## src/rtl/core/tcw_pkg.sv

```systemverilog
// Shared types and constants for the text console writer.
// Holds screen geometry, command codes, item structs and the internal op record.
// No dependencies.
`timescale 1ns / 1ps

package tcw_pkg;

  localparam int COLUMNS    = 80;
  localparam int ROWS       = 25;
  localparam int CELL_COUNT = COLUMNS * ROWS;
  localparam int ADDR_W     = (CELL_COUNT > 1) ? $clog2(CELL_COUNT) : 1;

  localparam int CMD_W  = 2;
  localparam int CHAR_W = 8;
  localparam int COL_W  = 7;
  localparam int ROW_W  = 5;
  localparam int POS_W  = 11;
  localparam int CELL_W = 16;
  localparam int ATTR_W = 8;

  localparam int QDEPTH = 2;

  localparam logic [CMD_W-1:0] CMD_PUT   = 2'd0;
  localparam logic [CMD_W-1:0] CMD_READ  = 2'd1;
  localparam logic [CMD_W-1:0] CMD_CLEAR = 2'd2;

  localparam logic [CHAR_W-1:0] NEWLINE_CHAR = 8'h0A;
  localparam logic [CHAR_W-1:0] BLANK_CHAR   = 8'h20;
  localparam logic [ATTR_W-1:0] RESET_ATTR   = 8'h0F;

  typedef enum logic [2:0] {
    K_NOP,
    K_PUT,
    K_NEWLINE,
    K_READ,
    K_CLEAR
  } op_kind_t;

  typedef enum logic [2:0] {
    BK_INIT,
    BK_IDLE,
    BK_READ,
    BK_FILL,
    BK_BLANK
  } back_state_t;

  typedef struct packed {
    logic [CMD_W-1:0]  command;
    logic [CHAR_W-1:0] char_code;
    logic [COL_W-1:0]  read_col;
    logic [ROW_W-1:0]  read_row;
  } in_item_t;

  typedef struct packed {
    logic [COL_W-1:0]  cursor_col;
    logic [ROW_W-1:0]  cursor_row;
    logic [POS_W-1:0]  cursor_position;
    logic [CELL_W-1:0] cell_value;
  } out_item_t;

  typedef struct packed {
    op_kind_t          kind;
    logic [CHAR_W-1:0] ch;
    logic [COL_W-1:0]  rcol;
    logic [ROW_W-1:0]  rrow;
  } op_t;

endpackage

```

## src/rtl/core/tcw_front.sv

```systemverilog
// Front end: accepts commands and classifies them into internal ops.
// Holds one classified op until the queue takes it. Depends on tcw_pkg.
`timescale 1ns / 1ps

module tcw_front (
  input  logic             clk,
  input  logic             rst_n,
  input  logic             start_i,
  input  tcw_pkg::in_item_t item_i,
  input  logic             hold_i,
  input  logic             q_full_i,
  output logic             busy_o,
  output logic             push_o,
  output tcw_pkg::op_t     op_o
);
  import tcw_pkg::*;

  logic valid_r, valid_nxt;
  op_t  op_r, op_nxt;
  op_t  op_cls;
  logic accept;

  always_comb begin
    op_cls.ch   = item_i.char_code;
    op_cls.rcol = item_i.read_col;
    op_cls.rrow = item_i.read_row;
    case (item_i.command)
      CMD_PUT: begin
        op_cls.kind = (item_i.char_code == NEWLINE_CHAR) ? K_NEWLINE : K_PUT;
      end
      CMD_READ: begin
        // out-of-screen reads give a zero cell: treat as no-op
        if (({1'b0, item_i.read_col} < (COL_W+1)'(COLUMNS)) &&
            ({1'b0, item_i.read_row} < (ROW_W+1)'(ROWS))) begin
          op_cls.kind = K_READ;
        end else begin
          op_cls.kind = K_NOP;
        end
      end
      CMD_CLEAR: begin
        op_cls.kind = K_CLEAR;
      end
      default: begin
        op_cls.kind = K_NOP;
      end
    endcase
  end

  assign busy_o  = hold_i | (valid_r & q_full_i);
  assign push_o  = valid_r & ~q_full_i;
  assign op_o    = op_r;
  assign accept  = start_i & ~busy_o;

  always_comb begin
    valid_nxt = valid_r & ~push_o;
    op_nxt    = op_r;
    if (accept) begin
      valid_nxt = 1'b1;
      op_nxt    = op_cls;
    end
  end

  always_ff @(posedge clk) begin
    if (!rst_n) begin
      valid_r <= 1'b0;
    end else begin
      valid_r <= valid_nxt;
    end
    op_r <= op_nxt;
  end

endmodule

```

## config.mk

```make
export PLATFORM = sky130hd
export DESIGN_NAME = tcw_front
export DESIGN_NICKNAME = d
export VERILOG_FILES = /design/src/rtl/core/tcw_pkg.sv /design/src/rtl/core/tcw_front.sv
export SDC_FILE = /design/constraint.sdc
export NUM_CORES = 1
export LEC_CHECK = 0
export BUFFER_PORTS_ARGS = -buffer_cell sky130_fd_sc_hd__buf_2
export CORE_MARGIN = 1.5
export CORE_UTILIZATION = 41
export CTS_BUF_LIST = sky130_fd_sc_hd__clkbuf_16
export DETAILED_ROUTE_END_ITERATION = 8
export PLACE_DENSITY = 0.88
export REMOVE_ABC_BUFFERS = 1
export SKIP_CTS_REPAIR_TIMING = 1
export SKIP_LAST_GASP = 1
export SYNTH_ARGS = -nofsm -noshare
export SYNTH_HDL_FRONTEND = slang
export SYNTH_SLANG_ARGS = --single-unit
```

## constraint.sdc

```tcl
create_clock -name clk -period 2.85 [get_ports clk]
set_input_delay 0.4275 -clock clk [delete_from_list [all_inputs] [get_ports clk]]
set_output_delay 0.4275 -clock clk [all_outputs]
set_load 0.02 [all_outputs]
```

# Word-level counts from Yosys, hierarchy flattened
# Cells that the tools add are included.
# word_totals
register_bits	24
in_bits	27
out_inout_bits	25
wordCells	24
# op_classes
magnitude_cmp	2
eq_ne	3
muxes	4
bitwise_logic	8
reduce_logical	2
# op_table
operator	count
case mux 3 bit (3 select lines)	1
== test 8 x 4 -> 1 bit (second input constant)	1
less-than comparator 7 bit (second input constant)	1
less-than comparator 5 bit (second input constant)	1
AND 1 bit	4
2-to-1 mux 2 bit	2
NOT 1 bit	3
== test 2 x 1 -> 1 bit (second input constant)	1
== test 2 bit (second input constant)	1
zero test 2 bit	1
logical AND 1 bit	1
2-to-1 mux 1 bit	1
bitwise OR 1 bit	1

# Depth between registers and ports, before layout
# logic_depth
ltp_word	5
depth_mapped	3

# Worst setup path after synthesis
# OpenSTA, ideal clock, no wires.
# synth_timing
kind	input to register
startpoint	input port hold_i
endpoint	register op_r (netlist bit op_o[0]), enable pin
setup_ps	411
arrival_time_ps	1728
setup_slack_ps	711
path_stages	2
path_buffers	0
path_cell_list	nand2b_1 > a21oi_1
# synth_via
elab_chain_len	3
# synth_lines
element	line_no	text
start: declaration	tcw_front.sv:10	input logic hold_i,
bitwise OR 1 bit	tcw_front.sv:49	assign busy_o = hold_i | (valid_r & q_full_i);
NOT 1 bit	tcw_front.sv:52	assign accept = start_i & ~busy_o;
AND 1 bit	tcw_front.sv:52	
named net accept	tcw_front.sv:21	logic accept;
end signal: assignment	tcw_front.sv:69	op_r <= op_nxt;
end: declaration	tcw_front.sv:19	op_t op_r, op_nxt;
# The timed path passes the listed nets, and every way through them passes these cells.
# A chain may end at the register's enable or synchronous reset.

# Final worst setup path
# layout_timing
startpoint	register valid_r
endpoint	output port push_o
# layout_via
elab_chain_len	1
# layout_lines
element	line_no	text
start: declaration	tcw_front.sv:18	logic valid_r, valid_nxt;
start signal: assignment	tcw_front.sv:67	valid_r <= valid_nxt;
AND 1 bit	tcw_front.sv:50	assign push_o = valid_r & ~q_full_i;
end: declaration	tcw_front.sv:13	output logic push_o,
# Every way passes these cells.

==> flow_summary.json <==
{
  "number_of_global_route_vias_before_repair": 632,
  "ys_top_cells_by_count": "edfxtp_1 (23), nand2_1 (3), nand2b_1 (2), nor2b_1 (2)",
  "critical-path-slowest-cell": "dfxtp_1",
  "yosysTopAreaCell": "edfxtp_1",
  "rr_startpoint": "valid_r",
  "drt_first_pass_iters": 4,
  "fp.coreArea_um2": 1960,
  "cp.arrival_ps": 910,
  "period_share_pct": 46.9,
  "timing.reg2reg.setup_slack_ps": 1800,
  "required_ps": 2420,
  "critPathBufInv": 1,
  "final_nets": 124,
  "power_per_cell_area_nw_per_um2": 696,
  "insertedDiodeCount": 0,
  "power.share.combinational_pct": 8.9,
  "ys_types": 14,
  "num_rows": 16,
  "post-route-worst-setup-slack_ps": 1510,
  "synth_sequential_area_ratio_pct": 83.5,
  "report.final.slew_viol_count": 0,
  "ys.flop_type": "edfxtp_1",
  "grt.overflow.total": 0,
  "report.final.setup_viol": 0,
  "synthArstFlopShare_pct": 0,
  "worst_hold_path_type": "in -> reg",
  "clock_sink_count": 24,
  "regToRegEndpoint": "op_o[19]",
  "die-area_um2": 2360,
  "rsz0062_at_grt": "no",
  "worstPathCellList": "nor2b_1, buf_2",
  "min_delay_path_depth": 1,
  "hold_viol": 0,
  "ports": 52,
  "cts.htree.levels": 1,
  "syn2layout_area_growth_pct": 47.6,
  "die_width_um": 48.6,
  "post-synth-top-count-cell": "edfxtp_1",
  "initial_utilization_pct": 43.4,
  "finalHoldWorstSlack_ps": 353,
  "route.final.wire_length_um": 1910,
  "ant_nets_after_route": 0,
  "tritoncts_clock_tree": "done",
  "initial_antenna_violation_count": 0,
  "post-route-util_pct": 64.0,
  "worst_hold_startpoint": "item_i[5]",
  "total_cts_buffers": 3,
  "run_status": "finished clean",
  "switching_share_pct": 18.3,
  "syn-instance-count": 40,
  "chipHeight_um": 48.6,
  "synth_edf_count": 23,
  "worst-path-max-fanout": 3,
  "internal_power_w": 0.000714,
  "drtIter0Drc": 6,
  "synth.top_cells.by_area": "edfxtp_1 (81%), nor4bb_4 (2.9%), nor4_4 (2.5%)",
  "critPathKind": "reg -> out",
  "power.share.sequential_pct": 46.9,
  "p_sw_w": 0.000160,
  "cellLeakagePower_nw": 0.528,
  "yosysWarnings": 0,
  "globalRouteTotalUtil_pct": 18.5,
  "vdd_drop_max_mv": 0.326,
  "syn_area_um2": 851,
  "globalplace.congestion": 0.637,
  "finalSetupTns_ps": 0,
  "sort_of_element_at_the_end_of_the_critical_path": "output port",
  "root_buffer": "clkbuf_16",
  "max_cap_viol_count": 0,
  "max_stage_delay_ps": 360,
  "post_synth.cell_area_avg_um2": 21.3,
  "drt-wirelength-per-cell_um": 15.5,
  "post-route-drc-count": 0,
  "worst_setup_hold_path_clk_slew_ps": 60,
  "synth_top_cell_area_share_pct": 81.2,
  "r2r.worst_path.cells": 2,
  "relSlewSlack_pct": 74.9,
  "num_vias": 589,
  "transition_time_of_the_tightest_slew_check_pin_ps": 372,
  "largest_net_degree_at_the_start_of_global_routing": 24,
  "worstSetupStartpointType": "register",
  "cts.path.max_buffers": 2,
  "drive_gt1_share_pct": 63.5,
  "clk_skew_ps": 1.43,
  "power_frac_clock_pct": 44.2,
  "clock_latency_on_the_worst_skew_pair_ps": 250,
  "hold_end": "op_o[5]",
  "port_buffers": 51,
  "worst_path_dominant_cell_family": "flip-flops",
  "routed_via_density": 4.79,
  "dp_worst_setup_slack_ps": 1440,
  "synth_seq_cells": 24,
  "period_needed_ps": 1340,
  "wire_length_of_the_first_global_routing_pass_um": 3060,
  "fmaxAchievable_ghz": 0.748
}
-- worst max-delay path by stage --
stage,cells past startpoint,slack [ps],to,start
6_report,2,1510,push_o,valid_r
5_1_grt,3,1440,busy_o,valid_r
4_1_cts,2,1510,push_o,valid_r
3_5_place_dp,4,1440,op_o[17],hold_i
3_3_place_gp,4,1460,op_o[17],hold_i
2_1_floorplan,2,710,op_o[0],hold_i
-- registers in the layout, indices dropped and copies added (netlist names) --
| signal | flops |
|---|---|
| op_o | 23 |
| valid_r | 1 |
-- per-stage QoR --
stage / std cells / total power (W) / cell area (µm²)
after floorplan: 40 / 0.000452 / 851
after global placement: 119 / 0.000490 / 1150
after detailed placement: 119 / 0.000494 / 1150
after CTS: 123 / 0.000882 / 1260
after global routing: 123 / 0.000899 / 1260
final: 123 / 0.000874 / 1260
-- placed cells by master (no fill, tap or decap), types with 2 or more instances in the layout --
cell / instances
nand2b_1: 2
buf_2: 51
clkbuf_16: 3
nand2_1: 3
nor2b_1: 2
edfxtp_1: 23
-- layer usage --
| layer | up-vias | part of all wire [%] | track usage, % | routed length [µm] |
|---|---|---|---|---|
| li1 | 273 | - | - | - |
| met4 | 0 | 2.6 | 11.4 | 50 |
| met3 | 6 | 8.5 | 4.94 | 163 |
| met2 | 44 | 53 | 34.0 | 1010 |
| met1 | 266 | 36 | 18.3 | 683 |
| met5 | - | 0 | 0 | 0 |
-- logic make-up after synthesis --
group | Yosys count | synth area share (%)
compound gates | 6 | 5.73
simple gates | 10 | 10.7
flops | 24 | 83.5
-- power groups by stage --
stage / combinational, W / clock, W / sequential (W)
6_report: 0.0000781 / 0.000386 / 0.000410
3_3_place_gp: 0.0000740 / 0 / 0.000416
4_1_cts: 0.0000788 / 0.000394 / 0.000410
2_1_floorplan: 0.0000159 / 0 / 0.000436
3_5_place_dp: 0.0000772 / 0 / 0.000417
5_1_grt: 0.0000840 / 0.000404 / 0.000411
-- layout make-up --
| cell class | count | area [µm²] |
|---|---|---|
| Clock buffer | 3 | 75.1 |
| Clock inverter | 1 | 30.0 |
| Fill cell | 154 | 706 |
| Multi-Input combinational cell | 16 | 144 |
| Sequential cell | 24 | 711 |
| Tap cell | 27 | 33.8 |
| Timing Repair Buffer | 52 | 263 |
No activity file was read; power rests on OpenSTA's default activity.
