[src/rtl/core/tcw_pkg.sv]
// Shared types and constants for the text console writer.
// Holds screen geometry, command codes, item structs and the internal op record.
// No dependencies.
`timescale 1ns / 1ps

package tcw_pkg;

  localparam int COLUMNS    = 80;
  localparam int ROWS       = 25;
  localparam int CELL_COUNT = COLUMNS * ROWS;
  localparam int ADDR_W     = (CELL_COUNT > 1) ? $clog2(CELL_COUNT) : 1;

  localparam int CMD_W  = 2;
  localparam int CHAR_W = 8;
  localparam int COL_W  = 7;
  localparam int ROW_W  = 5;
  localparam int POS_W  = 11;
  localparam int CELL_W = 16;
  localparam int ATTR_W = 8;

  localparam int QDEPTH = 2;

  localparam logic [CMD_W-1:0] CMD_PUT   = 2'd0;
  localparam logic [CMD_W-1:0] CMD_READ  = 2'd1;
  localparam logic [CMD_W-1:0] CMD_CLEAR = 2'd2;

  localparam logic [CHAR_W-1:0] NEWLINE_CHAR = 8'h0A;
  localparam logic [CHAR_W-1:0] BLANK_CHAR   = 8'h20;
  localparam logic [ATTR_W-1:0] RESET_ATTR   = 8'h0F;

  typedef enum logic [2:0] {
    K_NOP,
    K_PUT,
    K_NEWLINE,
    K_READ,
    K_CLEAR
  } op_kind_t;

  typedef enum logic [2:0] {
    BK_INIT,
    BK_IDLE,
    BK_READ,
    BK_FILL,
    BK_BLANK
  } back_state_t;

  typedef struct packed {
    logic [CMD_W-1:0]  command;
    logic [CHAR_W-1:0] char_code;
    logic [COL_W-1:0]  read_col;
    logic [ROW_W-1:0]  read_row;
  } in_item_t;

  typedef struct packed {
    logic [COL_W-1:0]  cursor_col;
    logic [ROW_W-1:0]  cursor_row;
    logic [POS_W-1:0]  cursor_position;
    logic [CELL_W-1:0] cell_value;
  } out_item_t;

  typedef struct packed {
    op_kind_t          kind;
    logic [CHAR_W-1:0] ch;
    logic [COL_W-1:0]  rcol;
    logic [ROW_W-1:0]  rrow;
  } op_t;

endpackage

[src/rtl/core/tcw_queue.sv]
// Short op queue between front and back end.
// Register-based ring of QDEPTH entries. Depends on tcw_pkg.
`timescale 1ns / 1ps

module tcw_queue (
  input  logic         clk,
  input  logic         rst_n,
  input  logic         push_i,
  input  tcw_pkg::op_t din_i,
  input  logic         pop_i,
  output tcw_pkg::op_t dout_o,
  output logic         valid_o,
  output logic         full_o
);
  import tcw_pkg::*;

  localparam int QPTR_W = (QDEPTH > 1) ? $clog2(QDEPTH) : 1;
  localparam int QCNT_W = $clog2(QDEPTH + 1);

  op_t               ent_r [QDEPTH];
  logic [QPTR_W-1:0] wp_r, wp_nxt, rp_r, rp_nxt;
  logic [QCNT_W-1:0] cnt_r, cnt_nxt;
  logic              do_push, do_pop;

  assign valid_o = (cnt_r != '0);
  assign full_o  = (cnt_r == QCNT_W'(QDEPTH));
  assign dout_o  = ent_r[rp_r];
  assign do_push = push_i & ~full_o;
  assign do_pop  = pop_i & valid_o;

  always_comb begin
    wp_nxt  = wp_r;
    rp_nxt  = rp_r;
    cnt_nxt = cnt_r;
    if (do_push) begin
      wp_nxt = (wp_r == QPTR_W'(QDEPTH-1)) ? '0 : wp_r + QPTR_W'(1);
    end
    if (do_pop) begin
      rp_nxt = (rp_r == QPTR_W'(QDEPTH-1)) ? '0 : rp_r + QPTR_W'(1);
    end
    if (do_push && !do_pop) begin
      cnt_nxt = cnt_r + QCNT_W'(1);
    end else if (do_pop && !do_push) begin
      cnt_nxt = cnt_r - QCNT_W'(1);
    end
  end

  always_ff @(posedge clk) begin
    if (!rst_n) begin
      wp_r  <= '0;
      rp_r  <= '0;
      cnt_r <= '0;
    end else begin
      wp_r  <= wp_nxt;
      rp_r  <= rp_nxt;
      cnt_r <= cnt_nxt;
    end
    if (do_push) begin
      ent_r[wp_r] <= din_i;
    end
  end

endmodule

[config.mk]
export PLATFORM = sky130hd
export DESIGN_NAME = tcw_queue
export DESIGN_NICKNAME = d
export VERILOG_FILES = /design/src/rtl/core/tcw_pkg.sv /design/src/rtl/core/tcw_queue.sv
export SDC_FILE = /design/constraint.sdc
export NUM_CORES = 1
export LEC_CHECK = 0
export ABC_AREA = 1
export BUFFER_PORTS_ARGS = -buffer_cell sky130_fd_sc_hd__buf_2
export CORE_ASPECT_RATIO = 0.75
export CORE_MARGIN = 4
export CORE_UTILIZATION = 45
export CTS_CLUSTER_DIAMETER = 200
export DETAILED_ROUTE_END_ITERATION = 10
export PLACE_DENSITY = 0.68
export SLEW_MARGIN = 25
export SYNTH_ARGS = -nofsm -noshare
export SYNTH_HDL_FRONTEND = slang
export SYNTH_SLANG_ARGS = --single-unit
[constraint.sdc]
create_clock -name clk -period 2.5 [get_ports clk]
set_input_delay 0.125 -clock clk [delete_from_list [all_inputs] [get_ports clk]]
set_output_delay 0.125 -clock clk [all_outputs]
set_load 0.01 [all_outputs]
# --- Word level (Yosys, flattened, before mapping) ---
# Memories as Yosys holds them, arrays and structs flattened. A register that Yosys moved wholly into a read port is not among the register bits.
# Index checks and enable logic that the tools add are counted.
classes:
  mux: 8
  bitwise_logic: 3
  n_eq_ne: 1
  reduce_logical: 6
  n_addsub: 4
ops:
  columns: ["op", "n"]
  rows:
  - ["$mux W1", 6]
  - ["$mux W2", 2]
  - ["$reduce_bool A2 Y1", 2]
  - ["$add A1 B1 Y1 const B", 2]
  - ["$add A2 B1 Y2 const B", 1]
  - ["$and A1 B1 Y1", 2]
  - ["$eq A2 B2 Y1 const B", 1]
  - ["$logic_and A1 B1 Y1", 2]
  - ["$logic_not A1 Y1", 2]
  - ["$sub A2 B1 Y2 const B", 1]
  - ["$not A1 Y1", 1]
word_totals:
  reg_bits: 4
  wordCells: 26
  mem_count: 1
  ramBits: 46
  input_bits: 27
mem_list:
  columns: ["name", "depth", "width", "read_ports", "rd_clocked_by_memory_dff", "write_ports", "line_no", "text"]
  rows:
  - ["ent_r", 2, 23, 1, 1, 1, "tcw_queue.sv:20", "op_t ent_r [QDEPTH];"]

# --- Depth between registers and ports, before layout ---
# Gate-level depths: netlist of run 1.
depth:
  word_depth: 7
  mapped_depth: 10
  mapped_depth_nobuf: 10

# --- Worst setup path after synthesis of run 1 ---
# Ideal clock, no wire load.
synth_timing:
  path_kind: "register -> register"
  start: "register cnt_r[0]"
  end: "memory ent_r[1][0] (netlist name) (enable)"
  stages_incl_launch_ff: 3
  path_slack_ps: 616
  path_buffers: 0
  period_less_slack_ps: 1884
  t_arrival_ps: 1481
  setup_time_ps: 403
  cell_sequence: "dfxtp_1 > o21ai_2 > nor2_1"
synth_between:
  elab_chain_len: 5
synth_lines:
  columns: ["item", "line_no", "text"]
  rows:
  - ["start: declaration", "tcw_queue.sv:22", "logic [QCNT_W-1:0] cnt_r, cnt_nxt;"]
  - ["start signal: assignment", "tcw_queue.sv:56", "cnt_r <= cnt_nxt;"]
  - ["$eq A2 B2 Y1", "tcw_queue.sv:26", "assign full_o = (cnt_r == QCNT_W'(QDEPTH));"]
  - ["$not A1 Y1", "tcw_queue.sv:28", "assign do_push = push_i & ~full_o;"]
  - ["$and A1 B1 Y1", "tcw_queue.sv:28", null]
  - ["$mux W1", "tcw_queue.sv:58", "if (do_push) begin"]
  - ["$mux W1 (not written as such)", "tcw_queue.sv:59", "ent_r[wp_r] <= din_i;"]
  - ["end: declaration", "tcw_queue.sv:20", null]
# No other way between the ends.

==> results of run 1 <==
-- per-layer routing --
metal  vias to the layer above  routed length, um  global-route usage (%)
met1                       509               1334                   14.57
met2                        34               1584                   20.90
li1                        510                  -                       -
met5                         -                  0                       0
met3                         2                248                   5.464
met4                         0                 17                   3.673
-- cells in the mapped netlist --
master    number
nand2_1        7
nor2_1         9
dfxtp_1        5
mux2_2        22
edfxtp_1      46
inv_2          1
o21ai_0        2
nand3_1        1
buf_6          2
o21ai_2        1
ha_1           1
mux2_4         1
o21a_1         1
a21oi_1        1
inv_1          7
nand4_1        1
-- final cells by class --
class	instances	share of cell area, %
repair buffers	54	11.97
flip-flops and latches	51	63.83
clock inverters	2	0.3234
clock buffers	6	3.127
multi-input cells	47	16.50
well taps	55	2.965
inverters	8	1.294
-- per-stage QoR --
step           cell area [um2]  power (mW)
2_1_floorplan             1912       1.531
4_1_cts                   2321       2.168
6_report                  2321       2.140
3_3_place_gp              2241       1.720
3_5_place_dp              2241       1.752
5_1_grt                   2321       2.280
-- registers in the layout (all words and copies together), names as in the netlist, named ones only --
| name | cells |
|---|---|
| ent_r | 46 |
| cnt_r | 2 |
| rp_r | 1 |
| wp_r | 1 |
-- kinds of logic after synthesis --
group,after synthesis,synth area share [%]
AND/OR/NAND/NOR,18,3.730
AO/OA/AOI/OAI,5,1.636
flip-flops,51,77.49
adder cells (fa/ha/maj),1,0.6543
buffers and inverters,10,2.749
multiplexers,23,13.74
-- how the worst max path moves through the flow --
stage	startpoint	end	slack, ns	cells past startpoint
CTS	register	dout_o[7]	0.63	3
global placement	register	dout_o[19]	0.97	3
global route	register	dout_o[7]	0.54	3
detailed placement	register	dout_o[7]	0.95	3
floorplan	cnt_r[0]$_SDFFE_PN0P_	ent_r[1][0]$_DFFE_PP_	0.62	2
finish	register	dout_o[7]	0.65	3
-- placed cells by master, fill, tap and decap left out, drive strengths merged --
| cell type | instances |
|---|---|
| buf | 54 |
| edfxtp | 46 |
| mux2 | 23 |
| nor2 | 9 |
| inv | 8 |
| nand2 | 7 |
| clkbuf | 6 |
| dfxtp | 5 |
| o21ai | 3 |
| clkinv | 2 |
| o21a | 1 |
| a21oi | 1 |
| nand3 | 1 |
| nand4 | 1 |
| ha | 1 |
-- worst reg2reg max path: cells and delay by family (launching register included) --
family	cells	cell delay, ns
flops	1	0.37
simple gates	3	0.23
compound gates	1	0.23
buf+inv	4	0.33
fa+ha+maj	1	0.31
-- report_power, final --
group          leakage [nW]  switching [mW]  internal [mW]
clock                0.0403           0.228          0.191
sequential            0.470          0.0610           1.08
combinational         0.393           0.317          0.265
total                 0.904           0.605           1.53
==> impl_metrics.ini, run 1 <==
[grt]
grt_max_degree = 24
antenna_found_initial = 0
grt_pass1_vias = 1131
grt_overflow = 0
track_usage_pct = 12.43
grt_first_pass_wirelength_um = 5181

[route]
drc = 0
num_vias = 1055
viasPerCell = 4.731
wire_per_inst_um = 14.28
first_iter_violations = 76
wirelength_um = 3184
ant_nets = 0
first_pass_iters = 4

[worst_hold_path]
whs_path_depth = 1
holdPathEnd = ent_r[1][20]$_DFFE_PP_
hp-start = din_i[20]
hold_class = input pin to register

[logic_synthesis]
yosysWarnings = 0
synth_top_area_share_pct = 72.25
seq_area_frac_synth_pct = 77.49
yosys.area.top_type = edfxtp_1
synth.avg_cell_area_um2 = 17.70
syn_inst = 108
synth-seq-cells = 51
synth_fp_nets = 136
syn_area_mm2 = 0.001912
synth_cell_types = 16
synth_area_leaders = edfxtp_1 (72%), mux2_2 (13%), dfxtp_1 (5.2%), nor2_1 (1.8%), inv_1 (1.4%)

[timing]
clock.fmax_mhz = 541.4
tns_ns = 0
worst_hold_slack_ns = 0.02269
relSlewSlack_pct = 69.52
rsz0062_at_grt = no
final.min_clock_period_ns = 1.847
maxSlewViolCount = 0
setup_viol = 0
worst_slack_ns = 0.6529
fin_crit_sh_pct = 73.88
finClkSkew_ns = 0.004315
tightest_slew_ns = 0.4566
final-hold-violation-count = 0

[final_layout]
area.sequential_mm2 = 0.001481
layoutNonFillerInstCount = 223
fillers = 337
area_growth_pct = 21.40
layout-drive-gt1-share_pct = 51.19
multiInputGateArea_um2 = 382.9
utilization_pct = 56.90
final_nets = 195
num_antenna_cells = 0

[cts]
clock_path_buffers = 2
cts.repair.resized = 0
hold_buffers = 0
cts_tree = yes
path_clk_slew_ns = 0.08
ctsRootBufferMaster = clkbuf_8
htreeDepth = 2
clk_latency_ns = 0.28
cts_setup_buffers = 0
cts.sinks = 51
tritoncts.num_buffers = 5

[place]
place_hpwl_um = 2331
port_buffers = 51
post-place-ws_ns = 0.9524
dp.cells = 215
gp_congestion = 0.7012

[pwr]
peakVddDrop_mv = 0.4951
p_leak_nw = 0.9036
p_per_area_mw_per_mm2 = 922.1

[floorplanning]
fp.dieW_um = 83.27
initial_core_util_pct = 46.87
core_mm2 = 0.004079
dieArea_mm2 = 0.005366
die_y_um = 64.45
rows = 20
pin_count = 52

[setup_path]
reg2reg_to = cnt_r[1]$_SDFFE_PN0P_
crit_buf_inv = 2
startpoint_type = register
crit_required_ns = 2.38
rrSetupSlack_ns = 0.97
worstPathCellList = buf_4 -> mux2_2 -> buf_2
critPathMaxStageDelay_ns = 0.61
worstPathArrival_ns = 1.72
crit_path_end_kind = output pin
worstReg2RegStart = cnt_r[1]$_SDFFE_PN0P_
cp_slowest_cell = dfxtp_1
critPathMaxFanout = 14
critPathTopFamily = flip-flops
critPathKind = register to output pin
reg2reg_depth = 9

[status]
status = finished, final reports clean

[flow_run]
drv_cap = 0
Power figures use the tool's default switching activity.
==> run 2, diff against run 1 <==
Clock period 2.5 ns to 1.8 ns, I/O delays scaled along.
==> run 2 against run 1 <==
- final cell count increased by 12%
- combinational power increased by 55%
- highest routed layer unchanged
- critical endpoint is now cnt_r[1]$_SDFFE_PN0P_
- clock-buffer cell count decreased by 1
- hold slack improved by 0.046 ns
- die area unchanged
- worst setup slack got worse by 0.37 ns
- power increased by 49%
- first-iteration DRC count decreased by 53%
- critical path type is now register to register
- flip-flop and latch count unchanged
- largest cell class unchanged
- design area increased by 12%
==> impl_metrics.ini, run 2 (synthesis gave the netlist of run 1 again) <==
[pwr]
comb_power_share_pct = 28.1
intPower_mw = 2.325
sw_frac_of_total_pct = 27.21
pwr-share-clk_pct = 23.1
p_per_area_mw_per_mm2 = 1228
p_leak_nw = 1.031
power_mw = 3.194
p_sw_mw = 0.8692
p_seq_share_pct = 48.8
peakVddDrop_mv = 0.5587

[route]
num_vias = 1162
wire_per_inst_um = 13.52
viasPerCell = 4.667
drc = 0
first_iter_violations = 36
ant_nets = 0
wirelength_um = 3367
first_pass_iters = 4

[setup_path]
crit_path_end_kind = register
worstPathArrival_ns = 1.75
startpoint_type = register
critPathMaxFanout = 4
cp-startpoint = cnt_r[1]$_SDFFE_PN0P_
worstReg2RegStart = cnt_r[1]$_SDFFE_PN0P_
crit_required_ns = 2.03
critPathKind = register to register

[cts]
hold_buffers = 23
cts.repair.resized = 0
ctsRootBufferMaster = clkbuf_8
path_clk_slew_ns = 0.09
cts_tree = yes
clk_latency_ns = 0.29
htreeDepth = 2
clock_path_buffers = 2
cts_setup_buffers = 0
tritoncts.num_buffers = 5
cts.sinks = 51

[grt]
grt_first_pass_wirelength_um = 5768
grt_max_degree = 17
track_usage_pct = 13.79
grt_overflow = 0
antenna_found_initial = 0
grt_pass1_vias = 1295

[floorplanning]
fp.dieW_um = 83.27
pin_count = 52
core_mm2 = 0.004079
dieArea_mm2 = 0.005366
initial_core_util_pct = 46.87
rows = 20
die_y_um = 64.45

[status]
status = finished, final reports clean

[timing]
tns_ns = 0
rsz0062_at_grt = no
relSlewSlack_pct = 84.50
final.min_clock_period_ns = 1.515
maxSlewViolCount = 0
clock.fmax_mhz = 660.2
final-hold-violation-count = 0
tightest_slew_ns = 0.2325
setup_viol = 0
finClkSkew_ns = 0.007053
fin_crit_sh_pct = 84.15

[flow_run]
drv_cap = 0

[final_layout]
final_nets = 221
layoutNonFillerInstCount = 249
num_antenna_cells = 0
top_register = ent_r
layout_commonest_cell = buf_2
top_regs = ent_r (46), cnt_r (2)
area_growth_pct = 36.06
largest_reg_flops = 46
final_cell_mix = buf_2 (51), edfxtp_1 (46), dlygate4sd3_1 (23)
layout-drive-gt1-share_pct = 46.91

[place]
port_buffers = 51
gp_congestion = 0.6762
place_hpwl_um = 2341
dp.cells = 218

[worst_hold_path]
hp-start = rst_n
hold_class = input pin to register
==> run 2: final cells by class <==
| cell class | count | area, um2 |
|---|---|---|
| clock buffer | 5 | 68.82 |
| clock inverter | 3 | 38.79 |
| fill | 289 | 1478 |
| inverter | 8 | 30.03 |
| multi-input combinational | 47 | 382.9 |
| sequential | 51 | 1481 |
| tap | 55 | 68.82 |
| timing repair buffer | 80 | 530.5 |
==> run 2: power groups by stage <==
stage | sequential, mW | combinational [mW] | clock (mW)
6_report | 1.56 | 0.898 | 0.739
5_1_grt | 1.58 | 0.993 | 0.820
4_1_cts | 1.56 | 0.909 | 0.771
3_5_place_dp | 1.59 | 0.866 | 0
3_3_place_gp | 1.57 | 0.833 | 0
2_1_floorplan | 1.58 | 0.545 | 0
==> run 2: worst max-delay path, cell delays in order, from the launching register on <==
cell	delay, ns
dfxtp_1	0.36
inv_1	0.09
o21ai_2	0.22
inv_1	0.10
ha_1	0.31
inv_1	0.08
nand3_1	0.09
nand2_1	0.06
inv_1	0.04
nor2_1	0.09
==> run 2: metal layers <==
layer,global-route usage [%],part of all wire [%]
met5,0,0
met4,5.510,1.6
met3,5.591,7.4
met2,24.70,51
met1,14.59,40
==> run 2: stage by stage <==
step                worst slack (ns)  cell area, um2  hold slack (ns)  utilization [%]
detailed placement            0.3215            2263           0.2807            55.49
global route                  0.1614            2601          0.05586            63.77
global placement              0.4575            2263           0.2768            55.49
CTS                           0.2954            2601          0.05643            63.77
floorplan                   -0.08398            1912           0.1889                -
finish                        0.2852            2601          0.06902            63.77
==> run 2: final timing paths <==
check                                              to  slack, ns  cells past startpoint
worst min-delay path            cnt_r[0]$_SDFFE_PN0P_       0.07                      3
worst max register to register  cnt_r[1]$_SDFFE_PN0P_       0.29                      9
worst min register to register      rp_r$_SDFFE_PN0P_       0.52                      2
worst max-delay path            cnt_r[1]$_SDFFE_PN0P_       0.29                      9
==> run 3, diff against run 2 <==
Settings changed: PLACE_DENSITY 0.68 to 0.71.
Clock period 1.8 ns to 1.3 ns, I/O delays scaled along.
==> run 3 against run 2 <==
- the flow now finishes with violations (setup timing)
- non-clock buffer count increased by 4
- clock skew decreased by 0.0040 ns
- highest routed layer unchanged
- sequential power increased by 40%
- largest power group unchanged
==> impl_metrics.ini, run 3 (synthesis gave the netlist of run 1 again) <==
[setup_path]
worstPathCellList = buf_8 -> mux2_2 -> buf_2
rrSetupSlack_ns = 0
critPathMaxStageDelay_ns = 0.40
worstPathArrival_ns = 1.32
cp_slowest_cell = dfxtp_4
critPathKind = register to output pin
reg2reg_to = cnt_r[1]$_SDFFE_PN0P_
startpoint_type = register
critPathTopFamily = flip-flops
crit_buf_inv = 2
critPathMaxFanout = 9
crit_required_ns = 1.24
reg2reg_depth = 9
crit_path_end_kind = output pin
worstReg2RegStart = cnt_r[1]$_SDFFE_PN0P_

[timing]
setup_viol = 23
final.min_clock_period_ns = 1.381
relSlewSlack_pct = 89.90
fin_crit_sh_pct = 106.2
finClkSkew_ns = 0.003038
worst_slack_ns = -0.08066
maxSlewViolCount = 0
clock.fmax_mhz = 724.3
final-hold-violation-count = 0
rsz0062_at_grt = yes
tightest_slew_ns = 0.1512
tns_ns = -1.205

[final_layout]
top_regs = ent_r (46), cnt_r (2)
top_register = ent_r
layout_commonest_cell = edfxtp_1
final_cell_mix = edfxtp_1 (46), buf_2 (33), dlygate4sd3_1 (23)
area_growth_pct = 51.64
largest_reg_flops = 46
utilization_pct = 71.07
final_nets = 225
layout-drive-gt1-share_pct = 53.03
design_area_mm2 = 0.002899
num_antenna_cells = 0

[floorplanning]
initial_core_util_pct = 46.87
core_mm2 = 0.004079
dieArea_mm2 = 0.005366
die_y_um = 64.45
pin_count = 52
fp.dieW_um = 83.27
rows = 20

[route]
wirelength_um = 3839
wire_per_inst_um = 15.17
viasPerCell = 4.751
num_vias = 1202
ant_nets = 0
drc = 0
first_pass_iters = 4
first_iter_violations = 46

[pwr]
p_per_area_mw_per_mm2 = 1752
p_leak_nw = 1.155
power_mw = 5.080
peakVddDrop_mv = 1.158

[grt]
track_usage_pct = 14.57
grt_first_pass_wirelength_um = 5878
antenna_found_initial = 0
grt_pass1_vias = 1264
grt_max_degree = 24
grt_overflow = 0

[cts]
cts_tree = yes
clk_latency_ns = 0.29
path_clk_slew_ns = 0.09
ctsRootBufferMaster = clkbuf_8
clock_path_buffers = 2
htreeDepth = 2
cts.sinks = 51
tritoncts.num_buffers = 5

[status]
status = finished with violations
violations = setup timing

[place]
post-place-ws_ns = -0.1451
gp_congestion = 0.6741
port_buffers = 51
dpl_cell_area_mm2 = 0.002283
place_hpwl_um = 2329

[worst_hold_path]
holdPathEnd = wp_r$_SDFFE_PN0N_
hp-start = rst_n
whs_path_depth = 3
hold_class = input pin to register

[flow_run]
drv_cap = 0
run 3: cell types whose count changed in the layout (fill, tap and decap cells not counted), moves of 2 or more:
cell     previous run  this run
mux2_4              1        14
buf_6               0        20
buf_8               0         3
mux2_2             22         9
inv_2               1         5
nor2_2              2         0
dfxtp_2             0         2
buf_2              51        33
dfxtp_1             5         2
buf_4               6         3
nor2_4              0         3
inv_1               7         3
run 3: cell type report:
class | count | area [um2]
Timing Repair Buffer | 84 | 733.2
Fill cell | 260 | 1180
Sequential cell | 51 | 1488
Clock buffer | 5 | 68.82
Clock inverter | 3 | 38.79
Tap cell | 55 | 68.82
Multi-Input combinational cell | 47 | 471.7
Inverter | 8 | 30.03
run 3: power breakdown:
group / switching (mW) / total, mW / internal, mW
combinational: 0.832 / 1.84 / 1.01
sequential: 0.105 / 2.19 / 2.09
clock: 0.481 / 1.04 / 0.563
total: 1.42 / 5.08 / 3.66
run 3: timing repair:
action,CTS,global route
endpoints found under the hold margin,46,0
gates cloned,1,1
gates resized for setup,25,30
setup endpoints to repair,48,40
pin swaps,3,3
hold buffers,23,0
setup buffers,1,0
run 3: tightest hold or removal path, stage by stage:
cell,delay [ns]
buf_2,0.12
o21ai_0,0.07
nor2_1,0.04
run 3: worst max-delay path by stage:
| stage | endpoint | cells after the start |
|---|---|---|
| after detailed placement | cnt_r[1]$_SDFFE_PN0P_ | 9 |
| after CTS | dout_o[16] | 3 |
| after floorplan | ent_r[0][0]$_DFFE_PP_ | 2 |
| after global routing | dout_o[15] | 3 |
| after global placement | cnt_r[1]$_SDFFE_PN0P_ | 9 |
| final | dout_o[22] | 3 |
run 3: metal layers:
layer	share of wire [%]	track usage, %	wire, um	vias to the layer above
met3	6.7	5.083	258	10
met1	38	15.00	1449	570
met4	2.3	6.122	87	0
met5	0	0	0	-
met2	53	27.10	2043	47
li1	-	-	-	575
run 3: per-stage QoR:
step           instances  hold slack [ns]
2_1_floorplan        108           0.1639
3_5_place_dp         219           0.2561
6_report             253          0.03680
5_1_grt              253          0.03657
4_1_cts              252          0.02157
3_3_place_gp         219           0.2524
